**config.mk**
```make
export PLATFORM = sky130hd
export DESIGN_NAME = hdbva_ctrl
export DESIGN_NICKNAME = d
export VERILOG_FILES = /design/src/rtl/core/hdbva_pkg.sv /design/src/rtl/core/hdbva_ctrl.sv
export SDC_FILE = /design/constraint.sdc
export NUM_CORES = 1
export LEC_CHECK = 0
export ABC_AREA = 1
export BUFFER_PORTS_ARGS = -buffer_cell sky130_fd_sc_hd__buf_2
export CAP_MARGIN = 0
export CORE_UTILIZATION = 30
export CTS_CLUSTER_SIZE = 25
export DETAILED_ROUTE_END_ITERATION = 8
export GPL_ROUTABILITY_DRIVEN = 0
export PLACE_DENSITY_LB_ADDON = 0.12
export SYNTH_ARGS = -nofsm -noshare
export SYNTH_HDL_FRONTEND = slang
export SYNTH_SLANG_ARGS = --single-unit
```
**constraint.sdc**
```tcl
create_clock -name i_clk -period 2.8 [get_ports i_clk]
set_input_delay 0.14 -clock i_clk [delete_from_list [all_inputs] [get_ports i_clk]]
set_output_delay 0.14 -clock i_clk [all_outputs]
set_load 0.02 [all_outputs]
```
**src/rtl/core/hdbva_pkg.sv**
```systemverilog
// package for the doppler bit vote accumulator: sizes, codes, command and
// status structs, and helpers used to build the trig tables at elaboration
// no dependencies
`timescale 1ns / 1ps
`default_nettype none

package hdbva_pkg;

    localparam int DEF_THETA_BINS   = 180;
    localparam int DEF_RHO_BINS     = 128;
    localparam int DEF_DOPPLER_BITS = 64;
    localparam int DEF_BATCHES      = 4;

    // dividend width of the shared divider, covers the mask level and the rho bin
    localparam int DIV_W = 24;

    localparam logic [14:0] RST_MAX_SPEED  = 15'd8000;
    localparam logic [15:0] RST_RHO_STEP   = 16'd64;
    localparam logic [15:0] RST_RHO_OFFSET = 16'd4096;

    localparam logic [1:0] REG_MAX_SPEED  = 2'd0;
    localparam logic [1:0] REG_RHO_STEP   = 2'd1;
    localparam logic [1:0] REG_RHO_OFFSET = 2'd2;

    typedef enum logic [1:0] {
        OP_VOTE  = 2'd0,
        OP_QUERY = 2'd1,
        OP_CLEAR = 2'd2,
        OP_NONE  = 2'd3
    } t_op;

    localparam logic [63:0] Q30_ONE = 64'd1073741824;
    localparam logic [63:0] PI_Q30  = 64'd3373259426;

    typedef struct packed {
        logic load;
        logic mask_start;
        logic mask_build;
        logic reduce;
        logic mul0;
        logic mul1;
        logic sum;
        logic rho_start;
        logic addr_load;
        logic mem_wr;
        logic advance;
        logic q_init;
        logic q_acc;
        logic out_load;
        logic clr_init;
        logic clr_step;
    } t_dp_cmd;

    typedef struct packed {
        logic div_done;
        logic k_big;
        logic range_end;
        logic vote_null;
        logic num_neg;
        logic bin_oob;
        logic q_oob;
        logic q_last;
        logic out_busy;
        logic clr_last;
    } t_dp_stat;

    function automatic logic [63:0] hprod(input logic [63:0] x2, input logic [63:0] inner);
        hprod = (x2 * inner) >> 30;
    endfunction

    function automatic logic [63:0] hsub(input logic [63:0] sub);
        hsub = (sub >= Q30_ONE) ? 64'd0 : Q30_ONE - sub;
    endfunction

    function automatic logic [15:0] to_q15(input logic [63:0] v);
        logic [63:0] r;
        r = (v + 64'd16384) >> 15;
        to_q15 = (r > 64'd32767) ? 16'd32767 : r[15:0];
    endfunction

endpackage

`default_nettype wire

```
**src/rtl/core/hdbva_ctrl.sv**
```systemverilog
// controller state machine: sequences vote, query and clear requests
// depends on hdbva_pkg
`timescale 1ns / 1ps
`default_nettype none

module hdbva_ctrl
    import hdbva_pkg::*;
(
    input  wire logic       i_clk,
    input  wire logic       i_rst_n,
    input  wire logic       i_in_valid,
    input  wire logic [1:0] i_op,
    output logic            o_in_ready,
    input  wire t_dp_stat   i_stat,
    output t_dp_cmd         o_cmd
);
    typedef enum logic [18:0] {
        S_CLEAR  = 19'b0000000000000000001,
        S_IDLE   = 19'b0000000000000000010,
        S_MSTART = 19'b0000000000000000100,
        S_MWAIT  = 19'b0000000000000001000,
        S_MBUILD = 19'b0000000000000010000,
        S_REDUCE = 19'b0000000000000100000,
        S_CHECK  = 19'b0000000000001000000,
        S_MUL0   = 19'b0000000000010000000,
        S_MUL1   = 19'b0000000000100000000,
        S_SUM    = 19'b0000000001000000000,
        S_RSTART = 19'b0000000010000000000,
        S_RWAIT  = 19'b0000000100000000000,
        S_ADDR   = 19'b0000001000000000000,
        S_RD     = 19'b0000010000000000000,
        S_WR     = 19'b0000100000000000000,
        S_NEXT   = 19'b0001000000000000000,
        S_QINIT  = 19'b0010000000000000000,
        S_QRD    = 19'b0100000000000000000,
        S_QACC   = 19'b1000000000000000000
    } t_state;

    t_state r_state;
    t_state n_state;
    logic   out_wait;
    logic   r_out_pend;
    logic   n_out_pend;

    always_ff @(posedge i_clk) begin
        if (!i_rst_n) begin
            r_state    <= S_CLEAR;
            r_out_pend <= 1'b0;
        end else begin
            r_state    <= n_state;
            r_out_pend <= n_out_pend;
        end
    end

    assign o_in_ready = (r_state == S_IDLE) && !r_out_pend;
    assign out_wait   = i_stat.out_busy;

    always_comb begin
        n_state    = r_state;
        n_out_pend = r_out_pend;
        o_cmd      = '0;
        unique case (r_state)
            S_CLEAR: begin
                o_cmd.clr_step = 1'b1;
                if (i_stat.clr_last) begin
                    n_state = S_IDLE;
                end
            end
            S_IDLE: begin
                // a finished query waits here until the result register is free
                if (r_out_pend) begin
                    if (!out_wait) begin
                        o_cmd.out_load = 1'b1;
                        n_out_pend     = 1'b0;
                    end
                end else if (i_in_valid) begin
                    o_cmd.load = 1'b1;
                    unique case (t_op'(i_op))
                        OP_VOTE:  n_state = S_MSTART;
                        OP_QUERY: n_state = S_QINIT;
                        OP_CLEAR: begin
                            o_cmd.clr_init = 1'b1;
                            n_state        = S_CLEAR;
                        end
                        default:  n_state = S_IDLE;
                    endcase
                end
            end
            S_MSTART: begin
                if (i_stat.vote_null) begin
                    n_state = S_IDLE;
                end else begin
                    o_cmd.mask_start = 1'b1;
                    n_state          = S_MWAIT;
                end
            end
            S_MWAIT: begin
                if (i_stat.div_done) begin
                    n_state = S_MBUILD;
                end
            end
            S_MBUILD: begin
                o_cmd.mask_build = 1'b1;
                n_state          = S_REDUCE;
            end
            S_REDUCE: begin
                if (i_stat.k_big) begin
                    o_cmd.reduce = 1'b1;
                end else begin
                    n_state = S_CHECK;
                end
            end
            S_CHECK: begin
                n_state = i_stat.range_end ? S_IDLE : S_MUL0;
            end
            S_MUL0: begin
                o_cmd.mul0 = 1'b1;
                n_state    = S_MUL1;
            end
            S_MUL1: begin
                o_cmd.mul1 = 1'b1;
                n_state    = S_SUM;
            end
            S_SUM: begin
                o_cmd.sum = 1'b1;
                n_state   = S_RSTART;
            end
            S_RSTART: begin
                if (i_stat.num_neg) begin
                    n_state = S_NEXT;
                end else begin
                    o_cmd.rho_start = 1'b1;
                    n_state         = S_RWAIT;
                end
            end
            S_RWAIT: begin
                if (i_stat.div_done) begin
                    n_state = S_ADDR;
                end
            end
            S_ADDR: begin
                if (i_stat.bin_oob) begin
                    n_state = S_NEXT;
                end else begin
                    o_cmd.addr_load = 1'b1;
                    n_state         = S_RD;
                end
            end
            S_RD: begin
                n_state = S_WR;
            end
            S_WR: begin
                o_cmd.mem_wr = 1'b1;
                n_state      = S_NEXT;
            end
            S_NEXT: begin
                o_cmd.advance = 1'b1;
                n_state       = S_CHECK;
            end
            S_QINIT: begin
                o_cmd.q_init = 1'b1;
                if (i_stat.q_oob) begin
                    n_out_pend = 1'b1;
                    n_state    = S_IDLE;
                end else begin
                    n_state = S_QRD;
                end
            end
            S_QRD: begin
                n_state = S_QACC;
            end
            S_QACC: begin
                o_cmd.q_acc = 1'b1;
                if (i_stat.q_last) begin
                    n_out_pend = 1'b1;
                    n_state    = S_IDLE;
                end else begin
                    n_state = S_QRD;
                end
            end
            default: n_state = S_IDLE;
        endcase
    end

endmodule

`default_nettype wire
```
[Word level (Yosys, flattened, before mapping)]
Cells that the tools add are included.
Word-level totals
  bits in registers: 20
  input bits: 15
  output and inout port bits: 17
  word-level logic and storage cells: 82
Operators by class
  equal/unequal tests: 29
  mux-type cells: 45
  reductions and logical operators: 6
Operators by type and width (number)
  one-hot mux 19 bit (19 select lines): 1
  2-to-1 mux 19 bit: 6
  one-hot mux 17 bit (3 select lines): 1
  2-to-1 mux 18 bit: 2
  2-to-1 mux 16 bit: 2
  2-to-1 mux 1 bit: 29
  == test 19 x 1 -> 1 bit (second input constant): 1
  == test 19 x 10 -> 1 bit (second input constant): 1
  == test 19 x 11 -> 1 bit (second input constant): 1
  == test 19 x 12 -> 1 bit (second input constant): 1
  == test 19 x 13 -> 1 bit (second input constant): 1
  == test 19 x 14 -> 1 bit (second input constant): 1
  == test 19 x 15 -> 1 bit (second input constant): 1
  == test 19 x 16 -> 1 bit (second input constant): 1
  == test 19 x 17 -> 1 bit (second input constant): 1
  == test 19 x 18 -> 1 bit (second input constant): 1
  == test 19 bit (second input constant): 1
  == test 19 x 2 -> 1 bit (second input constant): 1
  == test 19 x 3 -> 1 bit (second input constant): 1
  == test 19 x 4 -> 1 bit (second input constant): 1
  == test 19 x 5 -> 1 bit (second input constant): 1
  == test 19 x 6 -> 1 bit (second input constant): 1
  == test 19 x 7 -> 1 bit (second input constant): 1
  == test 19 x 8 -> 1 bit (second input constant): 1
  14 further kinds: 21

[Logic depth before layout (Yosys ltp)]
Gate-level depths: netlist (run 1).
  word-level depth: 5
  gate-level depth with buffers: 12
  gate-level depth less buffers: 12

[Worst setup path before layout (run 1)]
No wires, ideal clock.
  path kind: register -> register
  start point: register r_state[12]
  end point: register r_state[0]
  library setup time: 0.069 ns
  data arrival time: 1.597 ns
  data required time: 2.731 ns
  path slack: 1.134 ns
  cell stages (with the launch flop): 8
  path buffers: 0
  clock period less this slack: 1.666 ns
  cells stage by stage: dfxtp_1 -> nor2_4 -> nand2_4 -> inv_2 -> nand2_1 -> nor4_1 -> a21oi_1 -> o21ai_1
On the way
  word-level cells in the longest chain between the ends: 3
  elaborated cells between the ends (all ways): 27
  those cells by class: 25 x eq/ne; 1 x mux; 1 x reduce/logical
RTL lines
  start, declared: line hdbva_ctrl.sv:39  | t_state r_state;
  start signal, assigned: line hdbva_ctrl.sv:50  | r_state <= n_state;
  == test 19 x 2 -> 1 bit, or another cell as far along: line hdbva_ctrl.sv:62  | unique case (r_state)
  != test 2 bit (no source line)
  AND reduction 6 bit (no source line)
Parallel ways exist; a longest one is shown, timed or not.
A chain may end at the register's enable or synchronous reset.

==> results.sh, run 1 <==
export IMPL_holdBufCountCts=0
export IMPL_worst_pin_slew_ns=0.395
export IMPL_timing_rr_start="r_state[18]$_SDFFE_PN0P_"
export IMPL_nets=281
export IMPL_regToRegEndpoint="r_state[11]$_SDFFE_PN0P_"
export IMPL_p_per_area_mw_per_mm2=861
export IMPL_required_ns=2.66
export IMPL_die_h_um=72.1
export IMPL_cts_made_buffers=3
export IMPL_drv_slew=0
export IMPL_drt_initial_drc_count=37
export IMPL_drtPass1Iterations=4
export IMPL_yosys_top_cells_count="inv_1, nand2_1, nor2_1"
export IMPL_synth_most_common_cell="inv_1"
export IMPL_wl_um=3830
export IMPL_drc=0
export IMPL_io_buffers=31
export IMPL_placed_area_mm2=0.00170
export IMPL_synth_distinct_cells=25
export IMPL_netlist_area_leader_share=0.272
export IMPL_clock_latency_ns=0.26
export IMPL_die_area_mm2=0.00520
export IMPL_cp_max_fo=7
export IMPL_critPathLaunch="r_state[6]$_SDFFE_PN0P_"
export IMPL_fp_row_count=25
export IMPL_hold_class="in -> reg"
export IMPL_ys_warn_count=0
export IMPL_ys_async_sr_fraction=0
export IMPL_grt_ovfl_total=0
export IMPL_post_synth_top_area_cell="dfxtp_1"
export IMPL_outcome="complete, no violations"
export IMPL_highest_layer="met4"
export IMPL_netlist_top_cells_area="dfxtp_1, inv_1, nand2_1"
export IMPL_postCtsSetupBuffers=0
export IMPL_antenna_cells=0
export IMPL_io_pin_count=32
export IMPL_clk_path_buf_depth=2
export IMPL_tns_ns=0
export IMPL_finalSetupViolations=0
export IMPL_dpl_cell_count=328
export IMPL_crit_type="reg -> out"
export IMPL_syn_area_mm2=0.00147
export IMPL_ff2ff_path_depth=9
export IMPL_p_leak_nw=1.02
export IMPL_vias=1428
export IMPL_vias_per_cell=4.30
export IMPL_core_area_mm2=0.00472
export IMPL_grt_setup_unrepaired="no"
export IMPL_ys_flop_type="dfxtp_1"
export IMPL_finalCritPeriodShare=0.680
export IMPL_r2r_setup_slack_ns=1.01
export IMPL_relSlewSlack=0.734
export IMPL_cts_tree="yes"
export IMPL_skew_ns=0.00205
export IMPL_cts_root_buf="clkbuf_8"
export IMPL_grt_pass1_wl_um=6330
export IMPL_htreeDepth=1
export IMPL_critPathLaunchType="flop"
export IMPL_clk_pin_slew_worst_paths_ns=0.08
export IMPL_layout_drive_gt1_share=0.253
export IMPL_wl_met3_um=123
export IMPL_grt_max_degree=20
export IMPL_ys_ff_latch=20
export IMPL_antenna_found_initial=0
export IMPL_initial_core_util=0.312
export IMPL_die_w_um=72.1
export IMPL_area_growth_synth_to_final_pct=18.9
export IMPL_grt_pass1_vias=1353
export IMPL_syn_num_nets=247
export IMPL_final_hold_viol_count=0
export IMPL_max_freq_mhz=525
export IMPL_cp_endpoint="o_cmd[2]"
export IMPL_ir_drop_uv=389
export IMPL_fin_cells=332
export IMPL_ant_nets=0
export IMPL_fin_util=0.371
export IMPL_min_period_ns=1.90
export IMPL_dr_wl_met2_um=1670
export IMPL_place_hpwl_um=3060
export IMPL_cts_resized=0
export IMPL_drt_met1_wl_um=1980
export IMPL_clock_sink_count=20
export IMPL_synth_edf_count=0
export IMPL_fillCellCount=518
export IMPL_final_cell_area_mm2=0.00175
export IMPL_drv_cap=0
export IMPL_track_usage=0.158
export IMPL_synth_avg_cell_area_um2=6.35
export IMPL_synth_seq_area_share=0.272
export IMPL_cp_data_arrival_time_ns=1.76
export IMPL_end_kind="output port"
export IMPL_wl_per_cell_um=11.5
export IMPL_syn_inst=232
## where the power goes
group	switching, W	internal, W
clock	0.000106	0.000125
sequential	0.0000471	0.000333
combinational	0.000624	0.000273
## logic make-up after synthesis
| logic type | count (synthesis) | synth area share |
|---|---|---|
| buffers and inverters | 56 | 0.149 |
| flip-flops | 20 | 0.272 |
| AO/OA/AOI/OAI | 12 | 0.0433 |
| AND/OR/NAND/NOR | 144 | 0.536 |
## placed cells by master (no fill, tap or decap), types with 3 or more instances in the layout
| cell type | n |
|---|---|
| nor2_1 | 30 |
| nand3_2 | 4 |
| dfxtp_1 | 20 |
| nand2_4 | 3 |
| nor2_8 | 3 |
| nand4_1 | 7 |
| clkbuf_8 | 4 |
| nor2_2 | 9 |
| nand2_2 | 4 |
| nor3_1 | 9 |
| inv_1 | 51 |
| nor2_4 | 6 |
| a21oi_1 | 3 |
| nand2_1 | 38 |
| o21ai_0 | 7 |
| buf_2 | 31 |
| nand3_1 | 26 |
## routing by layer
metal / global-route usage / vias to the layer above
met1: 0.211 / 619
li1: - / 784
met3: 0.0403 / 4
met5: 0 / -
met4: 0.0436 / 0
met2: 0.253 / 21
## worst min path at each step
stage               cells past startpoint    start                        to
finish                                  3  i_op[0]  r_state[16]$_SDFFE_PN0P_
global route                            3  i_op[0]  r_state[16]$_SDFFE_PN0P_
CTS                                     3  i_op[0]  r_state[16]$_SDFFE_PN0P_
detailed placement                      3  i_op[0]  r_state[16]$_SDFFE_PN0P_
global placement                        3  i_op[0]  r_state[16]$_SDFFE_PN0P_
floorplan                               2  i_op[0]  r_state[16]$_SDFFE_PN0P_
## metrics by stage
step           worst slack (ns)  total power, W  hold slack [ns]
2_1_floorplan              1.13         0.00111            0.271
3_3_place_gp               1.00         0.00129            0.418
3_5_place_dp               1.04         0.00129            0.410
4_1_cts                   0.882         0.00153            0.118
5_1_grt                   0.782         0.00165            0.134
6_report                  0.895         0.00151            0.123
## flip-flops by register name, indices dropped and copies added, names as in the netlist
| name | flops |
|---|---|
| r_out_pend | 1 |
| r_state | 19 |
## worst max-delay path, stage by stage, from the launching register on
cell     delay (ns)
dfxtp_1        0.33
nor2_2         0.14
nand2_2        0.15
nor2_4         0.20
nand3_2        0.18
or2_1          0.26
nor2_1         0.08
buf_2          0.16
## cell type report
cell class | count | area, um^2 | area share
timing repair buffer | 31 | 155 | 0.0885
clock buffer | 4 | 55.1 | 0.0314
multi-input combinational | 156 | 853 | 0.487
inverter | 54 | 205 | 0.117
tap | 67 | 83.8 | 0.0478
sequential | 20 | 400 | 0.228
Note: power is estimated with default switching activity, not from simulation.
==> run 2: changes to the inputs <==
--- a/config.mk
+++ b/config.mk
@@ -5,7 +5,7 @@
 export SDC_FILE = /design/constraint.sdc
 export NUM_CORES = 1
 export LEC_CHECK = 0
-export ABC_AREA = 1
+export ABC_AREA = 0
 export BUFFER_PORTS_ARGS = -buffer_cell sky130_fd_sc_hd__buf_2
 export CAP_MARGIN = 0
 export CORE_UTILIZATION = 30
==> constraint.sdc (replaced) <==
create_clock -name i_clk -period 1.6 [get_ports i_clk]
set_input_delay 0.08 -clock i_clk [delete_from_list [all_inputs] [get_ports i_clk]]
set_output_delay 0.08 -clock i_clk [all_outputs]
set_load 0.02 [all_outputs]
==> run 2 against run 1 <==
Effect of this change:
- critical path type unchanged
- clock-buffer cell count unchanged
- die area fell by 11%
- the flow now finishes with violations (negative setup slack)
- sequential cell count stayed put
- critical endpoint is now o_cmd[7]
- total power fell by 16%
- non-clock buffer count up 80
- clock skew is 0.0069 ns higher
- worst setup slack got worse by 1.5 ns
- first-iteration DRC count is 19% lower
- sequential power is 33% higher
- synthesized cell count decreased by 34%
- routed wire length is 25% higher
==> results.sh, run 2 <==
export IMPL_ys_warn_count=0
export IMPL_critPathLaunchType="flop"
export IMPL_syn_area_mm2=0.00130
export IMPL_grt_ovfl_total=0
export IMPL_netlist_area_leader_share=0.308
export IMPL_ys_ff_latch=20
export IMPL_core_area_mm2=0.00409
export IMPL_synth_seq_area_share=0.308
export IMPL_layout_drive_gt1_share=0.691
export IMPL_clk_pin_slew_worst_paths_ns=0.09
export IMPL_largestRegisters="r_state: 19 flops, r_out_pend: 1 flops"
export IMPL_grt_pass1_vias=1678
export IMPL_tns_ns=-15.44
export IMPL_fp_row_count=23
export IMPL_initial_core_util=0.318
export IMPL_synth_most_common_cell="dfxtp_1"
export IMPL_io_pin_count=32
export IMPL_required_ns=1.52
export IMPL_min_period_ns=2.16
export IMPL_grt_pass1_wl_um=7420
export IMPL_area_growth_synth_to_final_pct=104
export IMPL_die_w_um=67.9
export IMPL_final_common_cell="buf_4"
export IMPL_wl_um=4770
export IMPL_die_area_mm2=0.00460
export IMPL_finalWorstSetupSlack_ns=-0.558
export IMPL_p_leak_nw=1.12
export IMPL_die_h_um=67.9
export IMPL_syn_num_nets=169
export IMPL_post_synth_top_area_cell="dfxtp_1"
export IMPL_outcome="complete, but fails checks"
export IMPL_ant_nets=0
export IMPL_relSlewSlack=0.788
export IMPL_syn_inst=154
export IMPL_ir_drop_uv=425
export IMPL_cts_made_buffers=3
export IMPL_top_register="r_state"
export IMPL_track_usage=0.221
export IMPL_place_hpwl_um=3240
export IMPL_finalSetupViolations=36
export IMPL_drc=0
export IMPL_finalCritPeriodShare=1.35
export IMPL_synth_distinct_cells=46
export IMPL_antenna_found_initial=0
export IMPL_ys_flop_type="dfxtp_1"
export IMPL_vias=1622
export IMPL_skew_ns=0.00897
export IMPL_max_freq_mhz=463
export IMPL_drt_initial_drc_count=30
export IMPL_grt_max_degree=12
export IMPL_crit_type="reg -> out"
export IMPL_drv_slew=0
export IMPL_worst_pin_slew_ns=0.315
export IMPL_layout_common_cells="buf_4, buf_6, buf_2, nor2_1"
export IMPL_grt_setup_unrepaired="yes"
export IMPL_io_buffers=31
export IMPL_clk_path_buf_depth=2
export IMPL_violations="negative setup slack"
export IMPL_wl_per_cell_um=15.2
export IMPL_drtPass1Iterations=4
export IMPL_synth_edf_count=0
export IMPL_cp_data_arrival_time_ns=2.08
export IMPL_htreeDepth=1
export IMPL_vias_per_cell=5.15
export IMPL_cts_tree="yes"
export IMPL_netlist_top_cells_area="dfxtp_1, nor4_4, nor2_1"
export IMPL_cts_root_buf="clkbuf_8"
export IMPL_clock_sink_count=20
export IMPL_clock_latency_ns=0.26
export IMPL_cp_max_fo=2
export IMPL_hold_class="in -> reg"
export IMPL_p_per_area_mw_per_mm2=474
export IMPL_end_kind="output port"
export IMPL_largest_reg_flops=19
export IMPL_yosys_top_cells_count="dfxtp_1, nor2_1, inv_1"
export IMPL_synth_avg_cell_area_um2=8.45
export IMPL_nets=281
export IMPL_ys_async_sr_fraction=0
export IMPL_antenna_cells=0
export IMPL_dp_slack_ns=-0.356
export IMPL_final_hold_viol_count=0
export IMPL_drv_cap=0
==> run 2: changes by cell type in the layout (fill, tap and decap cells not counted), moves of 7 or more <==
cell,before,now
nor4_4,0,8
dfxtp_2,0,9
buf_6,0,29
dfxtp_1,20,9
buf_2,31,14
buf_4,0,66
nand3_1,26,6
o21ai_0,7,0
nor2_1,30,10
inv_1,51,7
nor3_1,9,2
nand2_1,38,6
==> run 2: final cells by class <==
| type | count | area (um^2) |
|---|---|---|
| Multi-Input combinational cell | 121 | 1170 |
| Tap cell | 50 | 62.6 |
| Fill cell | 345 | 1430 |
| Sequential cell | 20 | 419 |
| Clock buffer | 4 | 55.1 |
| Timing Repair Buffer | 111 | 917 |
| Inverter | 9 | 36.3 |
==> run 2: report_power, final <==
part,leakage (nW),internal [W],switching [W]
Combinational,0.920,0.000181,0.000172
Sequential,0.167,0.000500,0.00000664
Clock,0.0288,0.000219,0.000182
Total,1.12,0.000901,0.000360
==> run 2: repair_timing <==
| action | in CTS | in global routing |
|---|---|---|
| gates resized for setup | 73 | 34 |
| hold endpoints to repair | 1 | 0 |
| hold buffers | 1 | 0 |
| gates cloned | 0 | 0 |
| buffers inserted | 27 | 7 |
| pin swaps | 21 | 20 |
| endpoints found under the setup margin | 36 | 37 |
==> run 2: per-layer routing <==
layer / vias to the layer above / part of all wire / GRT usage
li1: 794 / - / -
met1: 773 / 0.40 / 0.228
met2: 43 / 0.54 / 0.417
met3: 12 / 0.033 / 0.0367
met4: 0 / 0.028 / 0.128
met5: - / 0 / 0
==> run 2: worst max-delay path, stage by stage (launching register included) <==
cell and delay, ns:
dfxtp_2 0.34, nor4_4 0.36, nand4_2 0.16, or3_4 0.35, or3b_4 0.40, nor2_4 0.09
buf_6 0.12
==> run 2: worst paths after layout <==
kind                             from                        to  slack, ns  cells past startpoint
max           r_state[0]$_SDFFE_PN1P_                  o_cmd[7]      -0.56                      6
min                           i_op[0]   r_state[2]$_SDFFE_PN0P_       0.03                      2
max reg2reg  r_state[13]$_SDFFE_PN0P_  r_state[16]$_SDFFE_PN0P_      -0.51                     10
min reg2reg   r_state[8]$_SDFFE_PN0P_  r_state[10]$_SDFFE_PN0P_       0.59                      2
==> run 2: per-stage QoR <==
stage / area [um^2] / total power [W] / hold WS [ns] / instances / utilization
CTS: 2470 / 0.00121 / 0.0185 / 308 / 0.604
finish: 2660 / 0.00126 / 0.0322 / 315 / 0.651
global route: 2660 / 0.00131 / 0.0220 / 315 / 0.651
detailed placement: 1930 / 0.000743 / 0.286 / 276 / 0.473
floorplan: 1410 / 0.000637 / 0.149 / 154 / -
global placement: 1930 / 0.000739 / 0.288 / 276 / 0.473
==> run 2: cells by family after synthesis <==
logic type,share of synthesized area
buffers and inverters,0.0481
flip-flops,0.308
multiplexers,0.00769
AO/OA/AOI/OAI,0.113
XOR/XNOR,0.0269
AND/OR/NAND/NOR,0.497
==> run 3: changes to the inputs <==
==> constraint.sdc (replaced) <==
create_clock -name i_clk -period 2.3 [get_ports i_clk]
set_input_delay 0.115 -clock i_clk [delete_from_list [all_inputs] [get_ports i_clk]]
set_output_delay 0.115 -clock i_clk [all_outputs]
set_load 0.02 [all_outputs]
==> run 3 against run 2 <==
Effect of this change:
- the run now ends clean
- hold slack improved by 0.023 ns
- cell count is 23% lower
- critical path depth is the same
- first-iteration DRC count rose by 140%
- clock power decreased by 44%
- via count is 20% lower
- combinational power fell by 65%
- clock skew is 0.0082 ns lower
- utilization is 24 points lower
- sequential share of layout area up 8.6 points
- die area is the same
- largest cell class unchanged
==> results.sh, run 3 (synthesis results as in run 2) <==
export IMPL_outcome="complete, no violations"
export IMPL_drv_slew=0
export IMPL_timing_rr_start="r_state[0]$_SDFFE_PN1P_"
export IMPL_finalWorstSetupSlack_ns=0.0464
export IMPL_grt_ovfl_total=0
export IMPL_layout_drive_gt1_share=0.376
export IMPL_hold_class="in -> reg"
export IMPL_layout_common_cells="buf_2, nor2_1, dfxtp_1, buf_4, inv_1"
export IMPL_slowest_delay_ns=0.39
export IMPL_holdBufCountCts=0
export IMPL_path_buf_inv=1
export IMPL_grt_max_degree=15
export IMPL_final_hold_viol_count=0
export IMPL_core_area_mm2=0.00409
export IMPL_cp_endpoint="o_cmd[7]"
export IMPL_required_ns=2.18
export IMPL_clock_sink_count=20
export IMPL_finalSetupViolations=0
export IMPL_wl_um=3630
export IMPL_skew_ns=0.000742
export IMPL_largestRegisters="r_state: 19 flops, r_out_pend: 1 flops"
export IMPL_grt_setup_unrepaired="yes"
export IMPL_fp_row_count=23
export IMPL_cts_tree="yes"
export IMPL_total_power_w=0.000708
export IMPL_clk_path_buf_depth=2
export IMPL_cp_num_cells=6
export IMPL_internal_power_w=0.000521
export IMPL_critPathLaunch="r_state[4]$_SDFFE_PN0P_"
export IMPL_initial_core_util=0.318
export IMPL_critPathLaunchType="flop"
export IMPL_p_seq_frac=0.507
export IMPL_final_cell_area_mm2=0.00167
export IMPL_ant_nets=0
export IMPL_clockPowerShare=0.318
export IMPL_final_common_cell="buf_2"
export IMPL_antenna_found_initial=0
export IMPL_finalCritPeriodShare=0.980
export IMPL_ff2ff_path_depth=6
export IMPL_grt_pass1_vias=1205
export IMPL_die_area_mm2=0.00460
export IMPL_relSlewSlack=0.668
export IMPL_regToRegEndpoint="r_state[12]$_SDFFE_PN0P_"
export IMPL_antenna_cells=0
export IMPL_cp_data_arrival_time_ns=2.14
export IMPL_top_register="r_state"
export IMPL_place_hpwl_um=2790
export IMPL_nets=211
export IMPL_wl_per_cell_um=14.9
export IMPL_p_per_area_mw_per_mm2=425
export IMPL_drtPass1Iterations=4
export IMPL_dp_slack_ns=0.113
export IMPL_io_pin_count=32
export IMPL_fin_util=0.408
export IMPL_crit_type="reg -> out"
export IMPL_max_freq_mhz=444
export IMPL_fin_cells=244
export IMPL_p_sw_w=0.000188
export IMPL_min_period_ns=2.25
export IMPL_clk_pin_slew_worst_paths_ns=0.07
export IMPL_pwr_share_comb=0.175
export IMPL_htreeDepth=1
export IMPL_vias_per_cell=5.34
export IMPL_drc=0
export IMPL_die_h_um=67.9
export IMPL_r2r_setup_slack_ns=0.31
export IMPL_drv_cap=0
export IMPL_clock_latency_ns=0.25
export IMPL_worst_pin_slew_ns=0.497
export IMPL_path_cells="nor4_4 > nand4_2 > or3_4 > or3b_4 > nor2_2 > buf_4"
export IMPL_cp_top_family="simple AND/OR/NAND/NOR gates"
export IMPL_placed_area_mm2=0.00152
export IMPL_cp_max_fo=5
export IMPL_slowest_stage="nor4_4"
export IMPL_grt_pass1_wl_um=5780
export IMPL_dpl_cell_count=235
export IMPL_die_w_um=67.9
export IMPL_end_kind="output port"
export IMPL_cts_made_buffers=3
export IMPL_swShare=0.265
export IMPL_largest_reg_flops=19
export IMPL_io_buffers=31
export IMPL_ir_drop_uv=334
export IMPL_track_usage=0.168
export IMPL_holdPathStages=2
export IMPL_p_leak_nw=0.697
export IMPL_area_growth_synth_to_final_pct=28.1
export IMPL_drt_initial_drc_count=71
export IMPL_cts_root_buf="clkbuf_8"
export IMPL_vias=1302
==> run 3: worst min-delay path by stage <==
stage,from,end,slack (ns)
after floorplan,i_op[1],r_state[16]$_SDFFE_PN0P_,0.19
after global placement,i_stat[4],r_state[13]$_SDFFE_PN0P_,0.31
after detailed placement,i_stat[4],r_state[13]$_SDFFE_PN0P_,0.31
after CTS,i_stat[4],r_state[13]$_SDFFE_PN0P_,0.04
after global routing,i_op[0],r_state[2]$_SDFFE_PN0P_,0.05
final,i_stat[4],r_state[13]$_SDFFE_PN0P_,0.06
==> run 3: per-stage QoR <==
stage                     hold WS (ns)  setup TNS, ns
after floorplan                  0.192              0
after global placement           0.311              0
after detailed placement         0.312              0
after CTS                       0.0369              0
after global routing            0.0482         -0.103
final                           0.0554              0
==> run 3: area by class of cell <==
type	count	area [um^2]
Fill cell	431	2420
Multi-Input combinational cell	121	890
Sequential cell	20	407
Timing Repair Buffer	41	233
Tap cell	50	62.6
Clock buffer	3	41.3
Inverter	9	33.8
==> run 3: worst register-to-register path: stages, from the launching register on <==
cell       delay, ns
dfxtp_1         0.37
nor4_4          0.36
buf_4           0.19
and4_1          0.23
a32oi_2         0.11
o2111ai_4       0.47
nor3_1          0.12
==> run 3: repair_timing <==
action                     in CTS  in global routing
pin swaps                       5                  5
setup buffers                   4                  2
gates resized for setup         3                 14
setup endpoints to repair       4                 14
==> run 3: per-layer routing <==
| metal | wire length (um) | global-route usage | share of wire |
|---|---|---|---|
| met1 | 1660 | 0.214 | 0.46 |
| met4 | 34 | 0.0339 | 0.0094 |
| met5 | 0 | 0 | 0 |
| met2 | 1790 | 0.282 | 0.49 |
| met3 | 144 | 0.0450 | 0.040 |
==> run 3: power groups by stage <==
stage	Clock (W)	Combinational, W	Sequential, W
final	0.000225	0.000124	0.000359
after global routing	0.000252	0.000136	0.000360
after CTS	0.000235	0.000113	0.000359
after detailed placement	0	0.000106	0.000366
after global placement	0	0.000106	0.000365
after floorplan	0	0.0000680	0.000364
